<file path="src/ansi_escape_code_splitter_core_macros.svh">
// Assertion helpers for the escape code splitter.
// Each macro expands to one labeled concurrent assertion that is disabled
// while the asynchronous reset is asserted.
`ifndef ANSI_ESCAPE_CODE_SPLITTER_CORE_MACROS_SVH
`define ANSI_ESCAPE_CODE_SPLITTER_CORE_MACROS_SVH

// Check a condition at every rising clock edge.
`define AECS_ASSERT_ALWAYS(lbl, clk, rst_n, cond, msg) \
	lbl: assert property (@(posedge clk) disable iff (!rst_n) (cond)) \
		else $error(msg);

// Check a consequence in the same cycle as its trigger.
`define AECS_ASSERT_NOW(lbl, clk, rst_n, ante, cons, msg) \
	lbl: assert property (@(posedge clk) disable iff (!rst_n) (ante) |-> (cons)) \
		else $error(msg);

// Check a consequence in the cycle after its trigger.
`define AECS_ASSERT_NEXT(lbl, clk, rst_n, ante, cons, msg) \
	lbl: assert property (@(posedge clk) disable iff (!rst_n) (ante) |=> (cons)) \
		else $error(msg);

`endif

</file>
<file path="src/aecs_pkg.sv">
`timescale 1ns / 1ps
// ----------------------------------------------------------------------------
// aecs_pkg
// Shared types and constants of the escape code splitter.
// ----------------------------------------------------------------------------
package aecs_pkg;

	localparam int CODE_BUFFER_SIZE_DEFAULT = 32;

	localparam int BYTE_W   = 8;
	localparam int INDEX_W  = 6;
	localparam int LENGTH_W = 7;

	// Byte values and class boundaries
	localparam logic [BYTE_W-1:0] BYTE_NUL       = 8'h00;
	localparam logic [BYTE_W-1:0] BYTE_ESC       = 8'h1B;
	localparam logic [BYTE_W-1:0] BYTE_CSI_OPEN  = 8'h5B;
	localparam logic [BYTE_W-1:0] BYTE_INTER_LO  = 8'h20;
	localparam logic [BYTE_W-1:0] BYTE_INTER_HI  = 8'h2F;
	localparam logic [BYTE_W-1:0] BYTE_PARAM_LO  = 8'h30;
	localparam logic [BYTE_W-1:0] BYTE_PARAM_HI  = 8'h3F;
	localparam logic [BYTE_W-1:0] BYTE_CSI_FINAL = 8'h40;
	localparam logic [BYTE_W-1:0] BYTE_PRINT_HI  = 8'h7E;

	typedef enum logic [1:0] {
		CLASS_PLAIN = 2'd0,
		CLASS_ESC   = 2'd1,
		CLASS_CSI   = 2'd2
	} code_class_t;

	typedef struct packed {
		logic byte_take;  // input word accepted this cycle
		logic beat_take;  // output word taken this cycle
	} aecs_cmd_t;

	typedef struct packed {
		logic code_done;  // accepted byte closes a code
		logic last_beat;  // read pointer sits on the final byte
	} aecs_status_t;

endpackage

</file>
<file path="src/aecs_in_if.sv">
`timescale 1ns / 1ps
// ----------------------------------------------------------------------------
// aecs_in_if
// Byte stream channel into the splitter.
// ----------------------------------------------------------------------------
interface aecs_in_if import aecs_pkg::*; ();
	logic              valid;
	logic              ready;
	logic [BYTE_W-1:0] byte_in;

	modport source (output valid, output byte_in, input ready);
	modport sink   (input valid, input byte_in, output ready);
endinterface

</file>
<file path="src/aecs_out_if.sv">
`timescale 1ns / 1ps
// ----------------------------------------------------------------------------
// aecs_out_if
// Channel of code bytes out of the splitter.
// ----------------------------------------------------------------------------
interface aecs_out_if import aecs_pkg::*; ();
	logic                valid;
	logic                ready;
	logic [BYTE_W-1:0]   code_byte;
	logic [INDEX_W-1:0]  byte_index;
	logic [LENGTH_W-1:0] code_len;
	code_class_t         code_class;
	logic                last;

	modport source (output valid, output code_byte, output byte_index,
		output code_len, output code_class, output last, input ready);
	modport sink   (input valid, input code_byte, input byte_index,
		input code_len, input code_class, input last, output ready);
endinterface

</file>
<file path="src/aecs_datapath.sv">
`timescale 1ns / 1ps
// ----------------------------------------------------------------------------
// aecs_datapath
// Byte classifier, parse mode, code buffer and read-out pointer.
// ----------------------------------------------------------------------------
`include "ansi_escape_code_splitter_core_macros.svh"

module aecs_datapath import aecs_pkg::*; #(
	parameter int CODE_BUFFER_SIZE = CODE_BUFFER_SIZE_DEFAULT
) (
	input  logic                clk,
	input  logic                arst_n,
	input  aecs_cmd_t           cmd,
	input  logic [BYTE_W-1:0]   byte_in,
	output aecs_status_t        status,
	output logic [BYTE_W-1:0]   code_byte,
	output logic [INDEX_W-1:0]  byte_index,
	output logic [LENGTH_W-1:0] code_len,
	output code_class_t         code_class
);

	localparam int CW = $clog2(CODE_BUFFER_SIZE);
	localparam logic [CW-1:0] ROOM_LIM = CW'(CODE_BUFFER_SIZE - 1);
	localparam logic [CW-1:0] ONE      = CW'(1);

	typedef enum logic [1:0] {
		MODE_NONE,
		MODE_ESC,
		MODE_CSI_PARAM,
		MODE_CSI_INTER
	} parse_mode_t;

	parse_mode_t       mode_q, mode_d;
	logic [CW-1:0]     count_q, count_d;
	code_class_t       cls_q, cls_d;
	logic [CW-1:0]     rd_ptr_q, rd_ptr_d;
	logic [BYTE_W-1:0] rd_data_q;
	logic [BYTE_W-1:0] mem [CODE_BUFFER_SIZE];

	logic          wr_en;
	logic [CW-1:0] wr_addr;
	logic          done;
	logic          room;
	logic          is_nul, is_esc, is_open, is_print, is_high;
	logic          is_inter, is_param, is_final;

	always_comb begin
		is_nul   = (byte_in == BYTE_NUL);
		is_esc   = (byte_in == BYTE_ESC);
		is_open  = (byte_in == BYTE_CSI_OPEN);
		is_print = byte_in inside {[BYTE_INTER_LO:BYTE_PRINT_HI]};
		is_high  = (byte_in >= BYTE_PARAM_LO);
		is_inter = byte_in inside {[BYTE_INTER_LO:BYTE_INTER_HI]};
		is_param = byte_in inside {[BYTE_PARAM_LO:BYTE_PARAM_HI]};
		is_final = byte_in inside {[BYTE_CSI_FINAL:BYTE_PRINT_HI]};
		room     = (count_q < ROOM_LIM);
	end

	// Parse one accepted byte
	always_comb begin
		mode_d  = mode_q;
		count_d = count_q;
		cls_d   = cls_q;
		wr_en   = 1'b0;
		wr_addr = count_q;
		done    = 1'b0;
		if (cmd.byte_take && !is_nul) begin
			if (is_esc) begin
				wr_en   = 1'b1;
				wr_addr = '0;
				count_d = ONE;
				mode_d  = MODE_ESC;
				cls_d   = CLASS_ESC;
			end else begin
				case (mode_q)
					MODE_ESC: begin
						if (is_open && count_q == ONE) begin
							wr_en   = 1'b1;
							count_d = count_q + ONE;
							mode_d  = MODE_CSI_PARAM;
							cls_d   = CLASS_CSI;
						end else if (is_print && room) begin
							wr_en   = 1'b1;
							count_d = count_q + ONE;
							if (is_high) begin
								done   = 1'b1;
								mode_d = MODE_NONE;
							end
						end else begin
							// full buffer or control byte: flush and drop it
							done   = 1'b1;
							mode_d = MODE_NONE;
						end
					end
					MODE_CSI_PARAM, MODE_CSI_INTER: begin
						if (is_param) begin
							if (mode_q == MODE_CSI_PARAM && room) begin
								wr_en   = 1'b1;
								count_d = count_q + ONE;
							end else begin
								done   = 1'b1;
								mode_d = MODE_NONE;
							end
						end else if (is_inter) begin
							mode_d = MODE_CSI_INTER;
							if (room) begin
								wr_en   = 1'b1;
								count_d = count_q + ONE;
							end else begin
								done   = 1'b1;
								mode_d = MODE_NONE;
							end
						end else if (is_final) begin
							// a final byte is dropped when the buffer is full
							wr_en   = room;
							count_d = room ? count_q + ONE : count_q;
							done    = 1'b1;
							mode_d  = MODE_NONE;
						end else begin
							done   = 1'b1;
							mode_d = MODE_NONE;
						end
					end
					default: begin
						wr_en   = 1'b1;
						wr_addr = '0;
						count_d = ONE;
						cls_d   = CLASS_PLAIN;
						done    = 1'b1;
					end
				endcase
			end
		end
	end

	always_comb begin
		status.code_done = done;
		status.last_beat = (rd_ptr_q == count_q - ONE);
		rd_ptr_d = rd_ptr_q;
		if (cmd.beat_take) begin
			rd_ptr_d = status.last_beat ? '0 : rd_ptr_q + ONE;
		end
	end

	always_ff @(posedge clk or negedge arst_n) begin
		if (!arst_n) begin
			mode_q   <= MODE_NONE;
			count_q  <= '0;
			cls_q    <= CLASS_PLAIN;
			rd_ptr_q <= '0;
		end else begin
			mode_q   <= mode_d;
			count_q  <= count_d;
			cls_q    <= cls_d;
			rd_ptr_q <= rd_ptr_d;
		end
	end

	// Code buffer: one write port, one registered read port with write bypass
	always_ff @(posedge clk) begin
		if (wr_en) begin
			mem[wr_addr] <= byte_in;
		end
		rd_data_q <= (wr_en && wr_addr == rd_ptr_d) ? byte_in : mem[rd_ptr_d];
	end

	assign code_byte  = rd_data_q;
	assign byte_index = INDEX_W'(rd_ptr_q);
	assign code_len   = LENGTH_W'(count_q);
	assign code_class = cls_q;

	`AECS_ASSERT_ALWAYS(a_count_in_range, clk, arst_n, count_q <= ROOM_LIM,
		"code count overflow")
	`AECS_ASSERT_NOW(a_ptr_inside_code, clk, arst_n, rd_ptr_q != '0,
		rd_ptr_q < count_q, "read pointer past code end")
	`AECS_ASSERT_NEXT(a_nul_keeps_state, clk, arst_n, cmd.byte_take && is_nul,
		$stable(count_q) && $stable(mode_q), "NUL byte changed parse state")

endmodule

</file>
<file path="src/aecs_ctrl.sv">
`timescale 1ns / 1ps
// ----------------------------------------------------------------------------
// aecs_ctrl
// Sequencer: collect bytes, then read a finished code out word by word.
// ----------------------------------------------------------------------------
`include "ansi_escape_code_splitter_core_macros.svh"

module aecs_ctrl import aecs_pkg::*; (
	input  logic         clk,
	input  logic         arst_n,
	input  logic         in_valid,
	input  logic         out_ready,
	input  aecs_status_t status,
	output logic         in_ready,
	output logic         out_valid,
	output aecs_cmd_t    cmd
);

	typedef enum logic {
		ST_COLLECT,
		ST_EMIT
	} state_t;

	state_t state_q;

	always_comb begin
		out_valid     = (state_q == ST_EMIT);
		// take the next word alongside the last word of a code
		in_ready      = (state_q == ST_COLLECT) || (out_valid && out_ready && status.last_beat);
		cmd.byte_take = in_valid && in_ready;
		cmd.beat_take = out_valid && out_ready;
	end

	always_ff @(posedge clk or negedge arst_n) begin
		if (!arst_n) begin
			state_q <= ST_COLLECT;
		end else begin
			case (state_q)
				ST_COLLECT: begin
					if (cmd.byte_take && status.code_done) begin
						state_q <= ST_EMIT;
					end
				end
				ST_EMIT: begin
					if (cmd.byte_take && status.code_done) begin
						state_q <= ST_EMIT;
					end else if (cmd.beat_take && status.last_beat) begin
						state_q <= ST_COLLECT;
					end
				end
				default: begin
					state_q <= ST_COLLECT;
				end
			endcase
		end
	end

	`AECS_ASSERT_NEXT(a_done_enters_emit, clk, arst_n, cmd.byte_take && status.code_done,
		state_q == ST_EMIT, "finished code not read out")
	`AECS_ASSERT_NEXT(a_last_returns, clk, arst_n,
		cmd.beat_take && status.last_beat && !(cmd.byte_take && status.code_done),
		state_q == ST_COLLECT, "read-out did not end on last word")
	`AECS_ASSERT_NOW(a_emit_holds_input, clk, arst_n,
		state_q == ST_EMIT && !(out_ready && status.last_beat),
		!in_ready, "input taken in the middle of a read-out")

endmodule

</file>
<file path="src/ansi_escape_code_splitter_core.sv">
`timescale 1ns / 1ps
// ----------------------------------------------------------------------------
// ansi_escape_code_splitter_core
// Splits a terminal byte stream into plain bytes, ESC codes and ESC [ codes.
// ----------------------------------------------------------------------------
// Bytes are taken one per cycle while a code is being collected; NUL bytes
// are taken and dropped. When a byte closes a code, the code is read out of
// the code buffer one word per cycle while the output is ready, through its
// registered read port, and input is stalled during the read-out except in
// the cycle in which the last word is taken, where the next byte is accepted
// alongside it. A stream of plain bytes therefore runs at one byte per cycle
// while the output is ready; an escape code holds the output busy for one
// word per code byte after its closing byte. Every result word carries the
// code byte, its position, the code length, the code class and a last flag.
// No clearing pass is needed after reset.
module ansi_escape_code_splitter_core import aecs_pkg::*; #(
	parameter int CODE_BUFFER_SIZE = CODE_BUFFER_SIZE_DEFAULT
) (
	input  logic       clk,
	input  logic       arst_n,
	aecs_in_if.sink    rx,
	aecs_out_if.source tx
);

	aecs_cmd_t    cmd;
	aecs_status_t status;
	logic         in_ready;
	logic         out_valid;

	aecs_ctrl u_ctrl (
		.clk       (clk),
		.arst_n    (arst_n),
		.in_valid  (rx.valid),
		.out_ready (tx.ready),
		.status    (status),
		.in_ready  (in_ready),
		.out_valid (out_valid),
		.cmd       (cmd)
	);

	aecs_datapath #(
		.CODE_BUFFER_SIZE (CODE_BUFFER_SIZE)
	) u_datapath (
		.clk        (clk),
		.arst_n     (arst_n),
		.cmd        (cmd),
		.byte_in    (rx.byte_in),
		.status     (status),
		.code_byte  (tx.code_byte),
		.byte_index (tx.byte_index),
		.code_len   (tx.code_len),
		.code_class (tx.code_class)
	);

	assign rx.ready = in_ready;
	assign tx.valid = out_valid;
	assign tx.last  = status.last_beat;

endmodule

</file>
<file path="src/flat_wrapper.sv">
// flat-port wrapper written by rule: the top's interface ports become plain ports
module ansi_escape_code_splitter_core_flat import aecs_pkg::*;
#(
	parameter int CODE_BUFFER_SIZE = CODE_BUFFER_SIZE_DEFAULT
)
  (clk, arst_n, rx_valid, rx_byte_in, rx_ready, tx_valid, tx_code_byte, tx_byte_index, tx_code_len, tx_code_class, tx_last, tx_ready);
  aecs_in_if rx_i ();
  aecs_out_if tx_i ();
  input  logic clk;
  input  logic arst_n;
  input wire logic [$bits(rx_i.valid)-1:0] rx_valid;
  input wire logic [$bits(rx_i.byte_in)-1:0] rx_byte_in;
  output wire logic [$bits(rx_i.ready)-1:0] rx_ready;
  output wire logic [$bits(tx_i.valid)-1:0] tx_valid;
  output wire logic [$bits(tx_i.code_byte)-1:0] tx_code_byte;
  output wire logic [$bits(tx_i.byte_index)-1:0] tx_byte_index;
  output wire logic [$bits(tx_i.code_len)-1:0] tx_code_len;
  output wire logic [$bits(tx_i.code_class)-1:0] tx_code_class;
  output wire logic [$bits(tx_i.last)-1:0] tx_last;
  input wire logic [$bits(tx_i.ready)-1:0] tx_ready;
  assign rx_i.valid = rx_valid;
  assign rx_i.byte_in = rx_byte_in;
  assign rx_ready = rx_i.ready;
  assign tx_valid = tx_i.valid;
  assign tx_code_byte = tx_i.code_byte;
  assign tx_byte_index = tx_i.byte_index;
  assign tx_code_len = tx_i.code_len;
  assign tx_code_class = tx_i.code_class;
  assign tx_last = tx_i.last;
  assign tx_i.ready = tx_ready;
  ansi_escape_code_splitter_core #(.CODE_BUFFER_SIZE(CODE_BUFFER_SIZE)) u_core (.clk(clk), .arst_n(arst_n), .rx(rx_i), .tx(tx_i));
endmodule
</file>
<file path="config.mk">
export PLATFORM = sky130hd
export DESIGN_NAME = ansi_escape_code_splitter_core_flat
export DESIGN_NICKNAME = d
export VERILOG_FILES = /design/src/aecs_pkg.sv /design/src/aecs_in_if.sv /design/src/aecs_out_if.sv /design/src/aecs_datapath.sv /design/src/aecs_ctrl.sv /design/src/ansi_escape_code_splitter_core.sv /design/src/flat_wrapper.sv
export VERILOG_INCLUDE_DIRS = /design/src /design/src/src
export SDC_FILE = /design/constraint.sdc
export NUM_CORES = 1
export LEC_CHECK = 0
export BUFFER_PORTS_ARGS = -buffer_cell sky130_fd_sc_hd__buf_4
export CORE_MARGIN = 5
export CORE_UTILIZATION = 50
export DETAILED_ROUTE_END_ITERATION = 10
export PLACE_DENSITY = 0.72
export SKIP_LAST_GASP = 1
export SYNTH_ARGS = -nofsm -noshare
export SYNTH_HDL_FRONTEND = slang
export SYNTH_SLANG_ARGS = --single-unit
</file>
<file path="constraint.sdc">
create_clock -name clk -period 2.9 [get_ports clk]
set_input_delay 0.29 -clock clk [delete_from_list [all_inputs] [get_ports clk]]
set_output_delay 0.29 -clock clk [all_outputs]
set_load 0.1 [all_outputs]
</file>
==> results.ini, run 1 <==
[layout]
utilization=0.618
fin_area_um2=13600
multi_input_area_um2=3060
regArea_um2=8180
nFillCells=1469
area_delta_synth_final_pct=21.0
final_cell_mix=edfxtp_1, mux4_2, buf_4
drive_above_1_share=0.383
final_common_cell=edfxtp_1
nNetsFinal=691

[sta]
worst_pin_slew_ns=0.704
whs_ns=0.0193
drv_slew=0
slew_headroom=0.530
setup_viol=8
rsz0062_at_grt=yes
skew_ns=0.0174
report.final.hold_viol_count=0
period_needed_ns=3.10
timing.fmax_mhz=322
setup_ws_ns=-0.202
fin_crit_sh=1.07

[yosys]
yosys-top-cells-area=edfxtp_1, mux4_2, dfrtp_1
seq_area_frac_synth=0.728
syn_inst=567
synth-main-ff-cell=edfxtp_1
syn-cell-area_um2=11200
yosysUniqueCellTypes=59
synth-seq-cells=276
syn_area_per_cell_um2=19.8
yosysTopAreaCellShare=0.685
yosysTopAreaCell=edfxtp_1
ys_async_sr_fraction=0.0543
synth_edf_count=256
synth-warning-count=0

[power]
power_mw=14.0
p_per_area_nw_per_um2=1030
power_frac_comb=0.415
power.internal_mw=9.00
p_sw_mw=4.98
clockPowerShare=0.249
p_leak_nw=4.51
peakVddDrop_mv=1.00
sw_frac_of_total=0.356
power_frac_seq=0.336

[min_path]
hold_path.class=input pin to flip-flop

[route]
wl_met1_um=10800
drt-total-wl_um=25900
viasPerCell=6.04
wl_met3_um=1690
routedWlPerCell_um=26.5
top_layer=met5
drcViolationCount=0
vias=5907
drt-pass1-iter-count=5
drt_iter0_drc=506
routed-wl-met2_um=12900
antenna_left=0

[run]
cap_violations=0

[floorplan]
die_y_um=160
rows=54
die_area_um2=25500
die_x_um=160
ioPinCount=38
coreArea_um2=22000
start_util=0.511

[clock_tree]
cts_sinks=276
cts_root_buf=clkbuf_16
cts.htree.levels=1
clk_latency_ns=0.54
cts.path.max_buffers=3
cts_buffers=28
cts.clk_slew.worst_paths_ns=0.06
cts_tree=yes

[global_route]
antenna_found_initial=1
grt.total_usage=0.198
gr-total-overflow=0
grt_pass1_wl_um=38400
first_global_vias=6121
grt_start_max_net_pins=65

[setup_path]
start_kind=flip-flop
crit_type=flip-flop to output pin
crit_path_end_kind=output pin
critPathMaxFanout=8
worstPathRequired_ns=2.61
arrival_ns=2.81

[place]
dp_hpwl_um=16000
gp_congestion=0.839
pre_cts_ws_ns=0.140
portBuffers=34
place_area_um2=12300

[run_status]
status=finished with violations
violations=negative setup slack

==> synth_stat cells, drive strengths merged (3+ instances only) <==
cell,instances
ha,4
nor2,45
a21oi,7
a21o,3
buf,18
dfrtp,15
nand4,6
nor3,3
nand3,8
clkbuf,14
edfxtp,256
mux2,10
o31ai,3
xnor2,3
inv,9
mux4,80
nand3b,4
dfxtp,5
nand2,18
o21ai,18
nor2b,3
==> stage by stage <==
step	instances	setup TNS, ns
6_report	978	-1.42
4_1_cts	972	-1.49
2_1_floorplan	577	-299.50
3_5_place_dp	907	0
5_1_grt	977	-1.84
3_3_place_gp	907	0
==> path summary, 6_finish.rpt <==
check | startpoint | to | slack [ns] | cells past startpoint
setup / recovery | flip-flop | tx_code_byte[6] | -0.20 | 6
hold / removal | rx_valid | u_core.u_ctrl.out_valid | 0.02 | 3
setup reg to reg | u_core.u_datapath.count_q[1] | u_core.u_datapath.mem[8][1] | 0.15 | 10
hold reg to reg | u_core.u_datapath.code_class[0] | u_core.u_datapath.code_class[0] | 0.53 | 1
max in group asynchronous | arst_n | u_core.u_datapath.count_q[1] | 2.54 | 2
min in group asynchronous | arst_n | u_core.u_datapath.rd_ptr_q[2] | 0.15 | 2
==> kinds of logic (layout without fill, tap and decap cells) <==
kind of cell	count (synthesis)	count (layout)	share of synthesized area
AOI/OAI and AO/OA	46	46	0.0281
and+or+nand+nor	103	103	0.0471
adders and majority gates	4	4	0.00446
other	1	12	0.000334
xor gates and xnor gates	5	5	0.00391
buffers and inverters	41	161	0.0167
muxes	91	91	0.172
DFF	276	276	0.728
==> area by class of cell <==
type / count / area share
clock buffers: 34 / 0.0548
inverters: 9 / 0.00267
multi-input cells: 260 / 0.226
clock inverters: 18 / 0.0116
flip-flops and latches: 276 / 0.602
repair buffers: 100 / 0.0768
well taps: 280 / 0.0258
diodes: 1 / 0.000184
==> worst max-delay path, cell delays in order, from the launching register on <==
cell and delay (ns):
dfxtp_4 0.38, buf_4 0.17, buf_12 0.14, mux4_2 0.55, mux4_2 0.52, mux2_4 0.32
buf_8 0.18
==> power by group through the flow <==
stage	registers (mW)	logic, mW	clock network, mW
after floorplan	5.08	3.35	0
after global routing	4.71	6.05	3.70
after detailed placement	4.77	4.92	0
after global placement	4.75	4.85	0
after CTS	4.69	5.74	3.53
final	4.70	5.81	3.48
==> routing by layer <==
layer	vias up	global-route usage
met4	2	0.0426
met3	32	0.0361
li1	2543	-
met2	209	0.328
met1	3121	0.282
met5	-	0
==> sequential cells by signal (all words and copies together) (netlist names), named ones only <==
name	count
u_core.u_ctrl.out_valid	1
u_core.u_datapath.count_q	5
u_core.u_datapath.rd_ptr_q	5
u_core.u_datapath.code_class	2
u_core.u_datapath.mode_q	2
u_core.u_datapath.mem	256
==> timing repair <==
| action | 4_1_cts | 5_1_grt |
|---|---|---|
| buffers inserted | 9 | 3 |
| resized for setup | 39 | 1 |
| endpoints found under the setup margin | 9 | 49 |
| hold endpoints to repair | 15 | 0 |
| pin swaps | 0 | 0 |
| hold buffers | 1 | 0 |
| gates cloned | 3 | 2 |
Power figures use the tool's default switching activity.
==> inputs of run 2 (changes only) <==
--- a/config.mk
+++ b/config.mk
@@ -10,7 +10,7 @@
 export CORE_MARGIN = 5
 export CORE_UTILIZATION = 50
 export DETAILED_ROUTE_END_ITERATION = 10
-export PLACE_DENSITY = 0.72
+export PLACE_DENSITY = 0.68
 export SKIP_LAST_GASP = 1
 export SYNTH_ARGS = -nofsm -noshare
 export SYNTH_HDL_FRONTEND = slang
==> results.ini, run 2 (synthesis results as in run 1) <==
[setup_path]
arrival_ns=2.81  ; about the same
max_stage_delay_ns=0.52  ; -0.03 ns
crit_type=flip-flop to output pin
critPathMaxFanout=7  ; -1
crit_slowest_cell=mux4_2
crit_top_cell=buf_12
worstPathRequired_ns=2.61  ; about the same
crit_chain=buf_12 > buf_12 > buf_16 > mux4_2 > mux4_2 > mux2_4 > buf_12
crit_path_end_kind=output pin
start_kind=flip-flop
cp_top_family=multiplexers
path_buf_inv=4  ; +1

[layout]
utilization=0.613  ; -0.00490
top_regs=u_core.u_datapath.mem: 256 flops, u_core.u_datapath.count_q: 5 flops, u_core.u_datapath.rd_ptr_q: 5 flops
diodes=0  ; -1
area_delta_synth_final_pct=20.1
nNetsFinal=683  ; -1.2%
final_common_cell=edfxtp_1
drive_above_1_share=0.370  ; -0.0128
largest-register=u_core.u_datapath.mem
final_cell_mix=edfxtp_1, mux4_2, buf_4
largest_reg_flops=256  ; unchanged

[clock_tree]
cts.path.max_buffers=3  ; unchanged
cts.htree.levels=1  ; unchanged
cts_sinks=276  ; unchanged
cts.clk_slew.worst_paths_ns=0.06  ; about the same
clk_latency_ns=0.54  ; about the same
cts_root_buf=clkbuf_16
cts_tree=yes
cts_buffers=27  ; -3.6%

[place]
dp_hpwl_um=15600  ; -2.7%
gp_congestion=0.829  ; -1.2%
pre_cts_ws_ns=0.129  ; -0.0111 ns
portBuffers=34  ; unchanged

[floorplan]
die_y_um=160  ; unchanged
rows=54  ; unchanged
ioPinCount=38  ; unchanged
coreArea_um2=22000  ; unchanged
die_x_um=160  ; unchanged
start_util=0.511  ; unchanged
die_area_um2=25500  ; unchanged

[global_route]
antenna_found_initial=0  ; -1
gr-total-overflow=0  ; unchanged
grt_start_max_net_pins=47  ; -28%
grt_pass1_wl_um=36900  ; -3.8%
grt.total_usage=0.190  ; -0.00860
first_global_vias=5951  ; -2.8%

[power]
clockPowerShare=0.245  ; -0.004
power_mw=13.7  ; -2.1%
power_frac_seq=0.344  ; +0.008
power_frac_comb=0.411  ; -0.004
p_per_area_nw_per_um2=1020  ; -1.4%
p_sw_mw=4.81  ; -3.6%
peakVddDrop_mv=1.01  ; +0.45%
p_leak_nw=4.45  ; -1.3%
power.internal_mw=8.88  ; -1.4%
sw_frac_of_total=0.351  ; -0.00516

[run_status]
violations=negative setup slack
status=finished with violations

[route]
drt_iter0_drc=462  ; -8.7%
drt-total-wl_um=24100  ; -6.9%
vias=5763  ; -2.4%
viasPerCell=5.97  ; -1.2%
antenna_left=0  ; unchanged
drt-pass1-iter-count=4  ; -1
drcViolationCount=0  ; unchanged
routedWlPerCell_um=25.0  ; -5.8%

[run]
cap_violations=0  ; unchanged

[sta]
fin_crit_sh=1.07  ; about the same
whs_ns=0.0189  ; -0.000473 ns
rsz0062_at_grt=yes
setup_viol=8  ; unchanged
slew_headroom=0.539  ; +0.00950
skew_ns=0.0181  ; +0.000751 ns
drv_slew=0  ; unchanged
period_needed_ns=3.10  ; -0.00176 ns
setup_ws_ns=-0.200  ; +0.00176 ns
timing.fmax_mhz=323  ; about the same
report.final.hold_viol_count=0  ; unchanged
worst_pin_slew_ns=0.689  ; -0.0158 ns

[min_path]
hold_path.class=input pin to flip-flop

-- run 2: cell count changes in the layout (fill, tap and decap cells not counted), moves of 2 or more --
| cell | delta |
|---|---|
| clkinvlp_4 | -2 |
| clkbuf_16 | -4 |
| clkinv_1 | +4 |
| clkinv_4 | -4 |
| buf_4 | -7 |
-- run 2: cell type report --
type / instances / area [um2]
Fill cell: 1523 / 8490
Inverter: 9 / 38.8
Clock buffer: 31 / 691
Multi-Input combinational cell: 260 / 3070
Timing Repair Buffer: 93 / 987
Tap cell: 280 / 350
Clock inverter: 17 / 156
Sequential cell: 276 / 8180
-- run 2: per-stage QoR --
step / cell area, um2 / cells / TNS, ns
after floorplan: 11400 / 577 / -299.50
after global placement: 12300 / 906 / 0
after CTS: 13500 / 966 / -1.61
after global routing: 13500 / 966 / -1.90
after detailed placement: 12300 / 906 / 0
final: 13500 / 966 / -1.35
-- run 2: layer usage --
| layer | vias to the layer above | wire length, um | GRT usage |
|---|---|---|---|
| met5 | - | 0 | 0 |
| met4 | 0 | 291 | 0.0329 |
| met3 | 25 | 1090 | 0.0281 |
| met2 | 169 | 11900 | 0.310 |
| met1 | 3044 | 10800 | 0.281 |
| li1 | 2525 | - | - |
-- run 2: final timing paths --
path                       cells after the start  slack, ns                            start                         endpoint
hold reg to reg                                1       0.51  u_core.u_datapath.code_class[0]  u_core.u_datapath.code_class[0]
setup reg to reg                              10       0.18     u_core.u_datapath.count_q[1]     u_core.u_datapath.mem[20][6]
max in group asynchronous                      2       2.54                           arst_n     u_core.u_datapath.count_q[3]
min in group asynchronous                      2       0.14                           arst_n    u_core.u_datapath.rd_ptr_q[0]
setup / recovery                               7      -0.20                        flip-flop                  tx_code_byte[2]
hold / removal                                 3       0.02                         rx_valid          u_core.u_ctrl.out_valid
-- run 2: worst reg2reg max path, delay by kind of cell, from the launching register on --
kind            cells  cell delay, ns
fa+ha+maj           1            0.15
simple gates        3            0.28
compound gates      3            0.91
buf+inv             3            0.53
flops               1            0.53
-- run 2: power groups by stage --
| stage | logic [mW] | clock network (mW) | registers, mW |
|---|---|---|---|
| 2_1_floorplan | 3.35 | 0 | 5.08 |
| 5_1_grt | 5.89 | 3.58 | 4.73 |
| 4_1_cts | 5.68 | 3.41 | 4.70 |
| 6_report | 5.63 | 3.36 | 4.70 |
| 3_3_place_gp | 4.79 | 0 | 4.78 |
| 3_5_place_dp | 4.83 | 0 | 4.79 |
-- run 2: repair_timing --
item,CTS,global route
gates cloned,3,0
endpoints found under the setup margin,10,10
gates resized for setup,41,2
setup buffers,8,0
endpoints found under the hold margin,15,0
hold buffers,1,0
==> inputs of run 3 (changes only) <==
--- a/config.mk
+++ b/config.mk
@@ -6,7 +6,9 @@
 export SDC_FILE = /design/constraint.sdc
 export NUM_CORES = 1
 export LEC_CHECK = 0
+export ABC_AREA = 1
 export BUFFER_PORTS_ARGS = -buffer_cell sky130_fd_sc_hd__buf_4
+export CAP_MARGIN = 20
 export CORE_MARGIN = 5
 export CORE_UTILIZATION = 50
 export DETAILED_ROUTE_END_ITERATION = 10
==> results.ini, run 3 <==
[run_status]
status=finished, final reports clean

[route]
antenna_left=0  ; unchanged
routedWlPerCell_um=23.0  ; -8.0%
drt-pass1-iter-count=5  ; +1
vias=8026  ; +39%
viasPerCell=5.90  ; -1.2%
drcViolationCount=0  ; unchanged
drt_iter0_drc=838  ; +81%
drt-total-wl_um=31300  ; +30%

[floorplan]
coreArea_um2=22700  ; +3.4%
die_area_um2=26200  ; +2.8%
die_x_um=162  ; +1.4%
die_y_um=162  ; +1.4%
rows=55  ; +1.9%
start_util=0.508  ; -0.00234
ioPinCount=38  ; unchanged

[clock_tree]
cts.clk_slew.worst_paths_ns=0.06  ; about the same
cts_tree=yes
cts.path.max_buffers=3  ; unchanged
cts_sinks=276  ; unchanged
cts_root_buf=clkbuf_16
cts_buffers=28  ; +3.7%
cts.htree.levels=1  ; unchanged
clk_latency_ns=0.54  ; about the same

[sta]
report.final.hold_viol_count=0  ; unchanged
setup_viol=0  ; -8
drv_slew=0  ; unchanged
skew_ns=0.0156  ; -0.00255 ns
timing.fmax_mhz=354  ; +9.9%
period_needed_ns=2.82  ; -0.279 ns
whs_ns=0.0779  ; +0.0590 ns
rsz0062_at_grt=yes
tns_ns=0  ; +1.35 ns
fin_crit_sh=0.973  ; -0.0960

[global_route]
grt.total_usage=0.229  ; +0.0396
gr-total-overflow=0  ; unchanged
grt_pass1_wl_um=45500  ; +23%
first_global_vias=7751  ; +30%
grt_start_max_net_pins=86  ; +83%
antenna_found_initial=0  ; unchanged

[layout]
largest_reg_flops=256  ; unchanged
top_regs=u_core.u_datapath.mem: 256 flops, u_core.u_datapath.count_q: 5 flops, u_core.u_datapath.rd_ptr_q: 5 flops
nNetsFinal=1071  ; +57%
final_cell_mix=edfxtp_1, nor2_1, o21ai_0
drive_above_1_share=0.191  ; -0.180
diodes=0  ; unchanged
utilization=0.600  ; -0.0128
largest-register=u_core.u_datapath.mem
area_delta_synth_final_pct=18.1
nFillCells=1804  ; +18%
final_common_cell=edfxtp_1

[yosys]
synth_compound_area_frac=0.124  ; +0.0959
synthSimpleGateAreaFrac=0.123  ; +0.0760
synth_edf_count=256  ; unchanged
yosys.cell_count.top_type=edfxtp_1
seq_area_frac_synth=0.707  ; -0.0208
yosysTopAreaCell=edfxtp_1
yosysUniqueCellTypes=39  ; -34%
syn_area_per_cell_um2=12.0  ; -39%
ys_async_sr_fraction=0.0543  ; unchanged
synth_fa_ha_area_frac=0.00433  ; -0.000128
yosys-top-cells-area=edfxtp_1, o21ai_0, nor2_1
synth_common_cells=edfxtp_1, nor2_1, o21ai_0
syn-cell-area_um2=11500  ; +2.9%
synth-main-ff-cell=edfxtp_1
synth_xor_area_frac=0.00228  ; -0.00163
synthMuxAreaShare=0  ; -0.172
synth-warning-count=0  ; unchanged
yosysTopAreaCellShare=0.666  ; -0.0196
synth_top_family_by_area=compound AO/OA/AOI/OAI gates
syn_inst=962  ; +70%
synth-seq-cells=276  ; unchanged

[run]
cap_violations=0  ; unchanged

[power]
p_leak_nw=4.85  ; +8.9%
p_per_area_nw_per_um2=1050  ; +3.7%
peakVddDrop_mv=1.07  ; +6.1%

[min_path]
hold_path.class=input pin to flip-flop
hold_depth=1  ; -2

[place]
portBuffers=34  ; unchanged
gp_congestion=0.892  ; +7.5%
dp_hpwl_um=19600  ; +25%

[setup_path]
critPathMaxFanout=19  ; +12
start_kind=flip-flop
crit_path_end_kind=output pin
worstPathRequired_ns=2.61  ; about the same
r2r_cells=13  ; +3
crit_type=flip-flop to output pin
arrival_ns=2.53  ; -0.28 ns

-- run 3: worst paths after layout --
check,startpoint,endpoint,slack [ns]
min reg2reg,u_core.u_datapath.code_class[0],u_core.u_datapath.code_class[0],0.49
max in group asynchronous,arst_n,u_core.u_datapath.count_q[0],2.54
max,flip-flop,tx_code_byte[2],0.08
min in group asynchronous,arst_n,u_core.u_datapath.rd_ptr_q[3],0.14
max reg2reg,u_core.u_datapath.count_q[0],u_core.u_datapath.mem[5][3],0.24
min,rx_byte_in[4],u_core.u_datapath.mem[1][4],0.08
-- run 3: area by class of cell --
| class | instances | area, um2 | area share |
|---|---|---|---|
| Sequential cell | 276 | 8180 | 0.600 |
| Clock buffer | 31 | 733 | 0.0538 |
| Timing Repair Buffer | 111 | 962 | 0.0706 |
| Multi-Input combinational cell | 592 | 3030 | 0.222 |
| Inverter | 46 | 186 | 0.0137 |
| Tap cell | 285 | 357 | 0.0262 |
| Clock inverter | 20 | 186 | 0.0137 |
-- run 3: critical path, stage by stage (launching register included) --
cell      delay, ns
dfxtp_2        0.33
clkinv_2       0.21
buf_4          0.29
o21ai_0        0.12
o22ai_1        0.23
nor2_1         0.06
o21ai_0        0.27
nand2_1        0.10
nand2_1        0.13
buf_6          0.24
-- run 3: repair_timing --
action	CTS	global route
hold buffers	1	0
gates cloned	0	2
setup endpoints to repair	216	165
endpoints found under the hold margin	15	0
buffers inserted	0	6
pin swaps	0	3
gates resized for setup	3	20
-- run 3: metal layers --
layer | routed length, um | share of wire | up-vias | track usage
met5 | 0 | 0 | - | 0
met4 | 1410 | 0.045 | 0 | 0.0880
met3 | 2820 | 0.090 | 85 | 0.0452
met2 | 14600 | 0.47 | 414 | 0.371
met1 | 12400 | 0.40 | 3844 | 0.310
li1 | - | - | 3683 | -
-- run 3: cells by family after synthesis --
group                    after synthesis
AND/OR/NAND/NOR                      340
flip-flops                           276
AO/OA/AOI/OAI                        234
buffers and inverters                104
adder cells (fa/ha/maj)                4
XOR/XNOR                               3
other                                  1
-- run 3: power by group --
group,total [mW],switching [mW],leakage (nW),internal [mW]
combinational,6.12,4.45,1.87,1.66
sequential,4.68,0.181,2.53,4.50
clock,3.57,1.49,0.449,2.09
-- run 3: stage by stage --
step / instances / power (mW) / worst slack (ns) / area (um2)
floorplan: 972 / 8.76 / -0.0613 / 11600
global placement: 1301 / 10.4 / -0.103 / 12500
detailed placement: 1301 / 10.4 / -0.0743 / 12500
CTS: 1353 / 14.0 / -0.0660 / 13500
global route: 1361 / 15.0 / -0.0332 / 13600
finish: 1361 / 14.4 / 0.0780 / 13600
